--- config.mk ---
export PLATFORM = sky130hd
export DESIGN_NAME = bounded_deque_with_search
export DESIGN_NICKNAME = d
export VERILOG_FILES = /design/src/sv/bdq_pkg.sv /design/src/sv/bdq_dpath.sv /design/src/sv/bdq_ctrl.sv /design/src/sv/bounded_deque_with_search.sv
export SDC_FILE = /design/constraint.sdc
export NUM_CORES = 1
export LEC_CHECK = 0
export BUFFER_PORTS_ARGS = -buffer_cell sky130_fd_sc_hd__buf_4
export CORE_MARGIN = 5
export CORE_UTILIZATION = 55
export CTS_CLUSTER_DIAMETER = 100
export CTS_CLUSTER_SIZE = 25
export DETAILED_ROUTE_END_ITERATION = 7
export PLACE_DENSITY = 0.75
export SLEW_MARGIN = 20
export SYNTH_ARGS = -nofsm -noshare
export SYNTH_HDL_FRONTEND = slang
export SYNTH_HIERARCHICAL = 1
export SYNTH_SLANG_ARGS = --single-unit
--- constraint.sdc ---
create_clock -name i_clk -period 4.1 [get_ports i_clk]
set_input_delay 0.615 -clock i_clk [delete_from_list [all_inputs] [get_ports i_clk]]
set_output_delay 0.615 -clock i_clk [all_outputs]
set_load 0.05 [all_outputs]
--- src/sv/bdq_pkg.sv ---
// Shared types and constants for the bounded deque with search.
`default_nettype none

package bdq_pkg;

    // Default number of entry slots held by the ring buffer.
    localparam int DEPTH_DEF = 16;

    localparam int VALUE_W  = 32;
    localparam int OP_W     = 2;
    localparam int STATUS_W = 3;

    typedef enum logic [OP_W-1:0] {
        OP_PUSH_FRONT = 2'd0,
        OP_PUSH_BACK  = 2'd1,
        OP_SEARCH     = 2'd2,
        OP_DUMP       = 2'd3
    } t_op;

    typedef enum logic [STATUS_W-1:0] {
        ST_INSERTED = 3'd0,
        ST_FULL     = 3'd1,
        ST_PRESENT  = 3'd2,
        ST_ABSENT   = 3'd3,
        ST_EMPTY    = 3'd4,
        ST_ENTRY    = 3'd5
    } t_status;

    typedef enum logic [1:0] {
        S_IDLE,
        S_SEARCH,
        S_DUMP
    } t_state;

    // Commands from the controller to the datapath.
    typedef struct packed {
        logic    accept;       // latch the search key of the accepted word
        logic    push_front;
        logic    push_back;
        logic    scan_start;   // rewind the scan to the front entry
        logic    rd_issue;     // read the next entry of the scan
        logic    rd_take;      // the pending read data has been used
        logic    scan_stop;    // drop any read still in flight
        logic    out_load;     // load the output register
        t_status out_status;
        logic    out_use_data; // output data comes from the read entry
        logic    out_last;
    } t_cmd;

    // Status from the datapath to the controller.
    typedef struct packed {
        logic empty;
        logic full;
        logic out_free;  // output register can take a word this cycle
        logic rd_vld;    // read data register holds an unused entry
        logic rd_last;   // that entry is the back of the queue
        logic match;     // that entry equals the search key
        logic idx_done;  // every held entry has been read
    } t_stat;

endpackage

`default_nettype wire

--- src/sv/bdq_dpath.sv ---
// Datapath of the deque: entry memory, pointers, scan counter and output register.
`default_nettype none

module bdq_dpath #(
    parameter int DEPTH = bdq_pkg::DEPTH_DEF
) (
    input  wire logic                         i_clk,
    input  wire logic                         i_rst_n,
    input  wire bdq_pkg::t_cmd                i_cmd,
    output bdq_pkg::t_stat                    o_stat,
    input  wire logic [bdq_pkg::VALUE_W-1:0]  i_value,
    input  wire logic [bdq_pkg::VALUE_W-1:0]  i_key,
    input  wire logic                         i_out_ready,
    output logic                              o_out_valid,
    output logic [bdq_pkg::STATUS_W-1:0]      o_out_status,
    output logic [bdq_pkg::VALUE_W-1:0]       o_out_data,
    output logic                              o_out_last
);
    import bdq_pkg::*;

    localparam int AW = $clog2(DEPTH);
    localparam int CW = $clog2(DEPTH + 1);
    localparam logic [AW-1:0] LAST_SLOT = AW'(DEPTH - 1);
    localparam logic [CW-1:0] FULL_CNT  = CW'(DEPTH);

    logic [VALUE_W-1:0] r_mem [DEPTH];

    logic [AW-1:0]      r_front;
    logic [AW-1:0]      r_back;
    logic [CW-1:0]      r_count;
    logic [AW-1:0]      r_rd_ptr;
    logic [CW-1:0]      r_idx;
    logic               r_rd_vld;
    logic               r_rd_last;
    logic [VALUE_W-1:0] r_rd_data;
    logic [VALUE_W-1:0] r_key;
    logic               r_out_vld;
    logic [STATUS_W-1:0] r_out_status;
    logic [VALUE_W-1:0] r_out_data;
    logic               r_out_last;

    logic [AW-1:0]      n_front;
    logic [AW-1:0]      n_back;
    logic [AW-1:0]      n_rd_ptr;
    logic [CW-1:0]      n_idx;
    logic               w_full;
    logic               w_out_free;

    assign n_front  = (r_front == '0) ? LAST_SLOT : r_front - 1'b1;
    assign n_back   = (r_back == LAST_SLOT) ? '0 : r_back + 1'b1;
    assign n_rd_ptr = (r_rd_ptr == LAST_SLOT) ? '0 : r_rd_ptr + 1'b1;
    assign n_idx    = r_idx + 1'b1;
    assign w_full   = (r_count == FULL_CNT);
    assign w_out_free = !r_out_vld || i_out_ready;

    // Entry storage: one write port for pushes, one registered read port for scans.
    always_ff @(posedge i_clk) begin
        if (i_cmd.push_front) begin
            r_mem[n_front] <= i_value;
        end else if (i_cmd.push_back) begin
            r_mem[r_back] <= i_value;
        end
        if (i_cmd.rd_issue) begin
            r_rd_data <= r_mem[r_rd_ptr];
        end
    end

    always_ff @(posedge i_clk) begin
        if (!i_rst_n) begin
            r_front <= '0;
            r_back  <= '0;
            r_count <= '0;
        end else begin
            if (i_cmd.push_front) begin
                r_front <= n_front;
                r_count <= r_count + 1'b1;
            end else if (i_cmd.push_back) begin
                r_back  <= n_back;
                r_count <= r_count + 1'b1;
            end
        end
    end

    // Scan pointer, counter and the pending-read flag.
    always_ff @(posedge i_clk) begin
        if (!i_rst_n) begin
            r_rd_vld <= 1'b0;
        end else if (i_cmd.scan_stop || i_cmd.scan_start) begin
            r_rd_vld <= 1'b0;
        end else if (i_cmd.rd_issue) begin
            r_rd_vld <= 1'b1;
        end else if (i_cmd.rd_take) begin
            r_rd_vld <= 1'b0;
        end
    end

    always_ff @(posedge i_clk) begin
        if (i_cmd.scan_start) begin
            r_rd_ptr <= r_front;
            r_idx    <= '0;
        end else if (i_cmd.rd_issue) begin
            r_rd_ptr  <= n_rd_ptr;
            r_idx     <= n_idx;
            r_rd_last <= (n_idx == r_count);
        end
        if (i_cmd.accept) begin
            r_key <= i_key;
        end
    end

    // Output register.
    always_ff @(posedge i_clk) begin
        if (!i_rst_n) begin
            r_out_vld <= 1'b0;
        end else if (i_cmd.out_load) begin
            r_out_vld <= 1'b1;
        end else if (i_out_ready) begin
            r_out_vld <= 1'b0;
        end
    end

    always_ff @(posedge i_clk) begin
        if (i_cmd.out_load) begin
            r_out_status <= i_cmd.out_status;
            r_out_data   <= i_cmd.out_use_data ? r_rd_data : '0;
            r_out_last   <= i_cmd.out_last;
        end
    end

    always_comb begin
        o_stat.empty    = (r_count == '0);
        o_stat.full     = w_full;
        o_stat.out_free = w_out_free;
        o_stat.rd_vld   = r_rd_vld;
        o_stat.rd_last  = r_rd_last;
        o_stat.match    = (r_rd_data == r_key);
        o_stat.idx_done = (r_idx == r_count);
    end

    assign o_out_valid  = r_out_vld;
    assign o_out_status = r_out_status;
    assign o_out_data   = r_out_data;
    assign o_out_last   = r_out_last;

    a_count_bound: assert property (@(posedge i_clk) disable iff (!i_rst_n)
        r_count <= FULL_CNT)
        else $error("entry count above depth");

    a_no_push_full: assert property (@(posedge i_clk) disable iff (!i_rst_n)
        (i_cmd.push_front || i_cmd.push_back) |-> !w_full)
        else $error("push into a full queue");

    a_no_overwrite: assert property (@(posedge i_clk) disable iff (!i_rst_n)
        i_cmd.out_load |-> w_out_free)
        else $error("output word overwritten before it was taken");

    a_stop_clears: assert property (@(posedge i_clk) disable iff (!i_rst_n)
        i_cmd.scan_stop |=> !r_rd_vld)
        else $error("read left pending after the scan ended");

    a_no_overread: assert property (@(posedge i_clk) disable iff (!i_rst_n)
        i_cmd.rd_issue |-> (r_idx < r_count))
        else $error("scan read beyond the held entries");

endmodule

`default_nettype wire

--- src/sv/bdq_ctrl.sv ---
// Controller state machine of the deque: operation decode and scan sequencing.
`default_nettype none

module bdq_ctrl (
    input  wire logic                      i_clk,
    input  wire logic                      i_rst_n,
    input  wire logic                      i_in_valid,
    input  wire logic [bdq_pkg::OP_W-1:0]  i_opcode,
    output logic                           o_in_ready,
    input  wire bdq_pkg::t_stat            i_stat,
    output bdq_pkg::t_cmd                  o_cmd
);
    import bdq_pkg::*;

    t_state r_state;
    t_state n_state;
    t_op    w_op;

    assign w_op = t_op'(i_opcode);

    always_ff @(posedge i_clk) begin
        if (!i_rst_n) begin
            r_state <= S_IDLE;
        end else begin
            r_state <= n_state;
        end
    end

    always_comb begin
        n_state    = r_state;
        o_in_ready = 1'b0;
        o_cmd      = '0;
        o_cmd.out_status = ST_INSERTED;
        case (r_state)
            S_IDLE: begin
                o_in_ready = i_stat.out_free;
                if (i_in_valid && i_stat.out_free) begin
                    o_cmd.accept   = 1'b1;
                    o_cmd.out_last = 1'b1;
                    case (w_op)
                        OP_PUSH_FRONT, OP_PUSH_BACK: begin
                            o_cmd.out_load = 1'b1;
                            if (i_stat.full) begin
                                o_cmd.out_status = ST_FULL;
                            end else begin
                                o_cmd.out_status = ST_INSERTED;
                                o_cmd.push_front = (w_op == OP_PUSH_FRONT);
                                o_cmd.push_back  = (w_op == OP_PUSH_BACK);
                            end
                        end
                        OP_SEARCH, OP_DUMP: begin
                            if (i_stat.empty) begin
                                o_cmd.out_load   = 1'b1;
                                o_cmd.out_status = ST_EMPTY;
                            end else begin
                                o_cmd.scan_start = 1'b1;
                                n_state = (w_op == OP_SEARCH) ? S_SEARCH : S_DUMP;
                            end
                        end
                        default: begin
                            o_cmd.out_load = 1'b1;
                        end
                    endcase
                end
            end
            S_SEARCH: begin
                if (i_stat.rd_vld) begin
                    if (i_stat.match || i_stat.rd_last) begin
                        if (i_stat.out_free) begin
                            o_cmd.rd_take    = 1'b1;
                            o_cmd.out_load   = 1'b1;
                            o_cmd.out_last   = 1'b1;
                            o_cmd.out_status = i_stat.match ? ST_PRESENT : ST_ABSENT;
                            o_cmd.scan_stop  = 1'b1;
                            n_state = S_IDLE;
                        end
                    end else begin
                        o_cmd.rd_take = 1'b1;
                    end
                end
                o_cmd.rd_issue = !i_stat.idx_done && !o_cmd.scan_stop &&
                                 (!i_stat.rd_vld || o_cmd.rd_take);
            end
            S_DUMP: begin
                if (i_stat.rd_vld && i_stat.out_free) begin
                    o_cmd.rd_take      = 1'b1;
                    o_cmd.out_load     = 1'b1;
                    o_cmd.out_status   = ST_ENTRY;
                    o_cmd.out_use_data = 1'b1;
                    o_cmd.out_last     = i_stat.rd_last;
                    if (i_stat.rd_last) begin
                        o_cmd.scan_stop = 1'b1;
                        n_state = S_IDLE;
                    end
                end
                o_cmd.rd_issue = !i_stat.idx_done && !o_cmd.scan_stop &&
                                 (!i_stat.rd_vld || o_cmd.rd_take);
            end
            default: begin
                n_state = S_IDLE;
            end
        endcase
    end

    a_ready_idle: assert property (@(posedge i_clk) disable iff (!i_rst_n)
        o_in_ready |-> (r_state == S_IDLE))
        else $error("input taken while a scan is running");

    a_dump_entry: assert property (@(posedge i_clk) disable iff (!i_rst_n)
        (r_state == S_DUMP && o_cmd.out_load) |-> (o_cmd.out_status == ST_ENTRY))
        else $error("dump produced a word that is not an entry");

    a_scan_ends: assert property (@(posedge i_clk) disable iff (!i_rst_n)
        (r_state != S_IDLE && o_cmd.out_last && o_cmd.out_load) |=> (r_state == S_IDLE))
        else $error("scan continued after its last word");

endmodule

`default_nettype wire

--- src/sv/bounded_deque_with_search.sv ---
// Top level of the bounded double-ended queue with search and dump.
//
// A bounded double-ended queue of 32-bit signed values held in a ring buffer
// of DEPTH slots. Each input word carries an operation in s_axis_tuser:
// push front, push back, search for a key, or dump all entries. A push when
// the queue is full drops the value and reports full. Every input word
// produces at least one output word, and the final one has tlast set.
// A push or any operation on an empty queue answers with one word, in the cycle
// after it is accepted. A search reads one entry per cycle from the front
// through the entry memory's single registered read port, stopping early on
// the first match. While the receiver is ready, a dump sends one entry per
// cycle from front to back; the scan is rewound at acceptance, and each entry
// passes through the read register into the output register. A new input
// word is taken only once the previous one has sent all its output words
// and the output register is free or being emptied. When the receiver holds
// m_axis_tready low, the output word holds and a dump pauses with one
// entry waiting in the read register. After reset the queue is empty; the
// entry memory is not cleared, since only held entries are ever read.
`default_nettype none

module bounded_deque_with_search #(
    parameter int DEPTH = bdq_pkg::DEPTH_DEF
) (
    input  wire logic        i_clk,
    input  wire logic        i_rst_n,
    input  wire logic        s_axis_tvalid,
    output logic             s_axis_tready,
    input  wire logic [63:0] s_axis_tdata,  // [31:0] value, [63:32] key
    input  wire logic [1:0]  s_axis_tuser,  // [1:0] opcode
    output logic             m_axis_tvalid,
    input  wire logic        m_axis_tready,
    output logic [31:0]      m_axis_tdata,  // [31:0] data
    output logic [2:0]       m_axis_tuser,  // [2:0] status
    output logic             m_axis_tlast
);
    import bdq_pkg::*;

    t_cmd  w_cmd;
    t_stat w_stat;

    // The controller decodes the operation and sequences the scan.
    bdq_ctrl u_ctrl (
        .i_clk      (i_clk),
        .i_rst_n    (i_rst_n),
        .i_in_valid (s_axis_tvalid),
        .i_opcode   (s_axis_tuser),
        .o_in_ready (s_axis_tready),
        .i_stat     (w_stat),
        .o_cmd      (w_cmd)
    );

    // The datapath holds the entries, the ring pointers and the output word.
    bdq_dpath #(
        .DEPTH (DEPTH)
    ) u_dpath (
        .i_clk        (i_clk),
        .i_rst_n      (i_rst_n),
        .i_cmd        (w_cmd),
        .o_stat       (w_stat),
        .i_value      (s_axis_tdata[31:0]),
        .i_key        (s_axis_tdata[63:32]),
        .i_out_ready  (m_axis_tready),
        .o_out_valid  (m_axis_tvalid),
        .o_out_status (m_axis_tuser),
        .o_out_data   (m_axis_tdata),
        .o_out_last   (m_axis_tlast)
    );

endmodule

`default_nettype wire

==> flow_summary_export.csv <==
group,metric,value,unit
run_status,status,"finished, final reports clean",
sta,fin_crit_sh,92.2,%
power,power_density,410,mW/mm2
place,gp_congestion,0.864,
layout,layout_commonest_cell,"edfxtp_1",
routing,wire_per_inst,25.6,um
routing,vias,11840,
global_route,grt_pass1_wl,73500,um
yosys,ys_types,59,
yosys,synthCells,1207,
floorplanning,die_x,222,um
clocking,htreeDepth,1,
clocking,cts.clk_slew.worst_paths,100,ps
floorplanning,dieHeight,222,um
clocking,clock-root-buffer,"clkbuf_16",
clocking,clk_path_buf_depth,3,
run,drv_cap,0,
place,hpwlAfterDp,30500,um
layout,area_growth,10.5,%
global_route,grt_pass1_vias,11674,
sta,rsz0062_at_grt,"false",
routing,dr.pass1.iters,5,
layout,fin_nets,1397,
yosys,synth_seq_area_share,77.1,%
global_route,grt_max_degree,67,
clocking,cts_resized,0,
clocking,cts_buffers,29,
yosys,syn-cell-area,0.0246,mm2
routing,wirelength,49100,um
yosys,synth_edf_count,617,
layout,antenna_cells,0,
sta,final.setup_skew,22.8,ps
routing,ant_nets,0,
sta,finalHoldViolCount,0,
yosys,synth-seq-cells,639,
clocking,cts_sinks,639,
yosys,ys_warn_count,6,
min_path,hp-class,"in -> reg",
yosys,syn-num-nets,1287,
sta,finalSetupViolations,0,
sta,setup_tns,0,ps
floorplanning,initial_core_util,55.6,%
layout,layout_common_cells,"617 x edfxtp_1, 129 x buf_4, 128 x mux4_2",
layout,post_route_cells_drive_above_1_share,25.4,%
critical_path,worstSetupPathType,"reg -> reg",
yosys,ys_async_sr_fraction,0,%
yosys,synthTopCellsByArea,"edfxtp_1 75%, mux4_2 12%, a22oi_1 2.0%",
sta,hold_ws,178,ps
yosys,syn_area_per_cell,20.4,um2
floorplanning,row_count,77,
place,dpl_cell_area,0.0264,mm2
sta,slew_violations,0,
power,leakage,8.67,nW
routing,drtIter0Drc,1136,
critical_path,start_kind,"flip-flop",
yosys,yosys.area.top_type,"edfxtp_1",
clocking,postCtsSetupRepairBufs,0,
critical_path,crit_arrival,4000,ps
sta,worst_slew_pin_slew,1140,ps
global_route,antenna_found_initial,1,
power,p_total,11.1,mW
yosys,yosys_most_used_dff,"edfxtp_1",
layout,fillCellCount,2990,
global_route,grt_usage,19.7,%
sta,fmaxAchievable,264,MHz
routing,viasPerCell,6.17,
power,ir_worst_vdd,0.000334,V
clocking,cts_tree,"yes",
floorplanning,dieArea,0.0491,mm2
global_route,overflow,0,
clocking,cts_hold_buffers,0,
routing,remaining_drc_errors,0,
yosys,yosysTopAreaCellShare,75.3,%
clocking,clock_latency,610,ps
floorplanning,num_io_pins,108,
place,io_buffers,107,
sta,layout_min_cycle_time,3780,ps
critical_path,crit_fanout,32,
critical_path,endpoint_kind,"flip-flop",
layout,final_cell_area,0.0272,mm2
sta,max_slew_margin,24.1,%
floorplanning,fp.coreArea,0.0442,mm2
critical_path,crit_required,4320,ps
==> through the flow <==
| stage | setup slack [ps] | util, % | cells |
|---|---|---|---|
| after detailed placement | 227 | 59.7 | 1878 |
| after global routing | 82.6 | 61.5 | 1919 |
| after CTS | 358 | 61.5 | 1919 |
| after floorplan | 187 | - | 1207 |
| after global placement | 281 | 59.7 | 1878 |
| final | 319 | 61.5 | 1919 |
==> power by group <==
group	total [mW]	leakage (nW)	switching (mW)	internal, mW
logic	0.701	2.50	0.461	0.240
clock network	3.13	0.381	1.83	1.30
registers	7.31	5.79	0.0492	7.27
==> state kept, by name, summed over array words and instances (netlist names) <==
register              flops
u_dpath/o_out_status      3
u_dpath/r_rd_last         1
u_dpath/r_rd_data        32
u_dpath/o_out_valid       1
u_dpath/r_count           5
u_dpath/r_back            4
u_dpath/r_idx             5
u_dpath/r_key            32
u_dpath/o_out_last        1
u_dpath/r_mem           512
u_dpath/r_rd_ptr          4
u_dpath/r_front           4
u_dpath/r_rd_vld          1
u_ctrl/r_state            2
u_dpath/o_out_data       32
==> worst max-delay path, stage by stage, from the launching register on <==
cell and delay, ps:
dfxtp_1 380, inv_1 80, ha_1 160, nor4bb_1 590
nor4_2 100, buf_4 220, nand2b_1 290, nor3b_1 260
o21bai_1 310, nor2_4 960
==> cells in the mapped netlist (all sizes together) (3+ instances only) <==
library cell  instances
nor2                 37
inv                  14
a21oi                15
buf                  25
nand4                 6
dfxtp                22
xnor2                12
a22oi                65
a21boi                3
o21ai                15
nand2b                7
a31oi                 4
nor4                  9
nor2b                 7
nor3                  3
ha                   10
nand3b                3
clkbuf               37
and2                 42
mux4                128
xor2                 38
nor4b                 3
nand3                 5
edfxtp              617
or2                   3
nand2                48
==> area by class of cell <==
cell class	instances	area, um2	area share [%]
clock buffers	37	756	2.78
clock inverters	4	26.3	0.0967
inverters	14	52.6	0.193
multi-input cells	492	5430	20.0
flip-flops and latches	639	19000	69.8
well taps	592	741	2.72
repair buffers	141	1210	4.45
==> cells by family (layout without fill, tap and decap cells) <==
logic type / Yosys count / in the layout / synth area share [%]
flops: 639 / 639 / 77.1
simple gates: 179 / 179 / 3.80
mux: 130 / 130 / 11.8
compound gates: 123 / 123 / 3.50
buf+inv: 76 / 196 / 1.50
xor+xnor: 50 / 50 / 1.78
fa+ha+maj: 10 / 10 / 0.509
==> path summary, 6_finish.rpt <==
path,start,endpoint,slack (ps),cells after the start
worst max register to register,u_dpath/r_count[0],u_dpath/r_mem[2][6],320,9
worst min register to register,u_ctrl/r_state[1],u_ctrl/r_state[1],530,2
worst min-delay path,s_axis_tdata[57],u_dpath/r_key[25],180,1
worst max-delay path,u_dpath/r_count[0],u_dpath/r_mem[2][6],320,9
==> per-layer routing <==
metal  share of wire (%)  wire length [um]  track usage [%]  vias to the layer above
li1                    -                 -                -                     5083
met1                  41             20300             29.8                     6166
met2                  48             23400             30.7                      532
met3                 8.9              4390             3.54                       57
met4                 2.1              1020             4.51                        2
met5               0.022                11                0                        -
No activity file was read; power rests on OpenSTA's default activity.
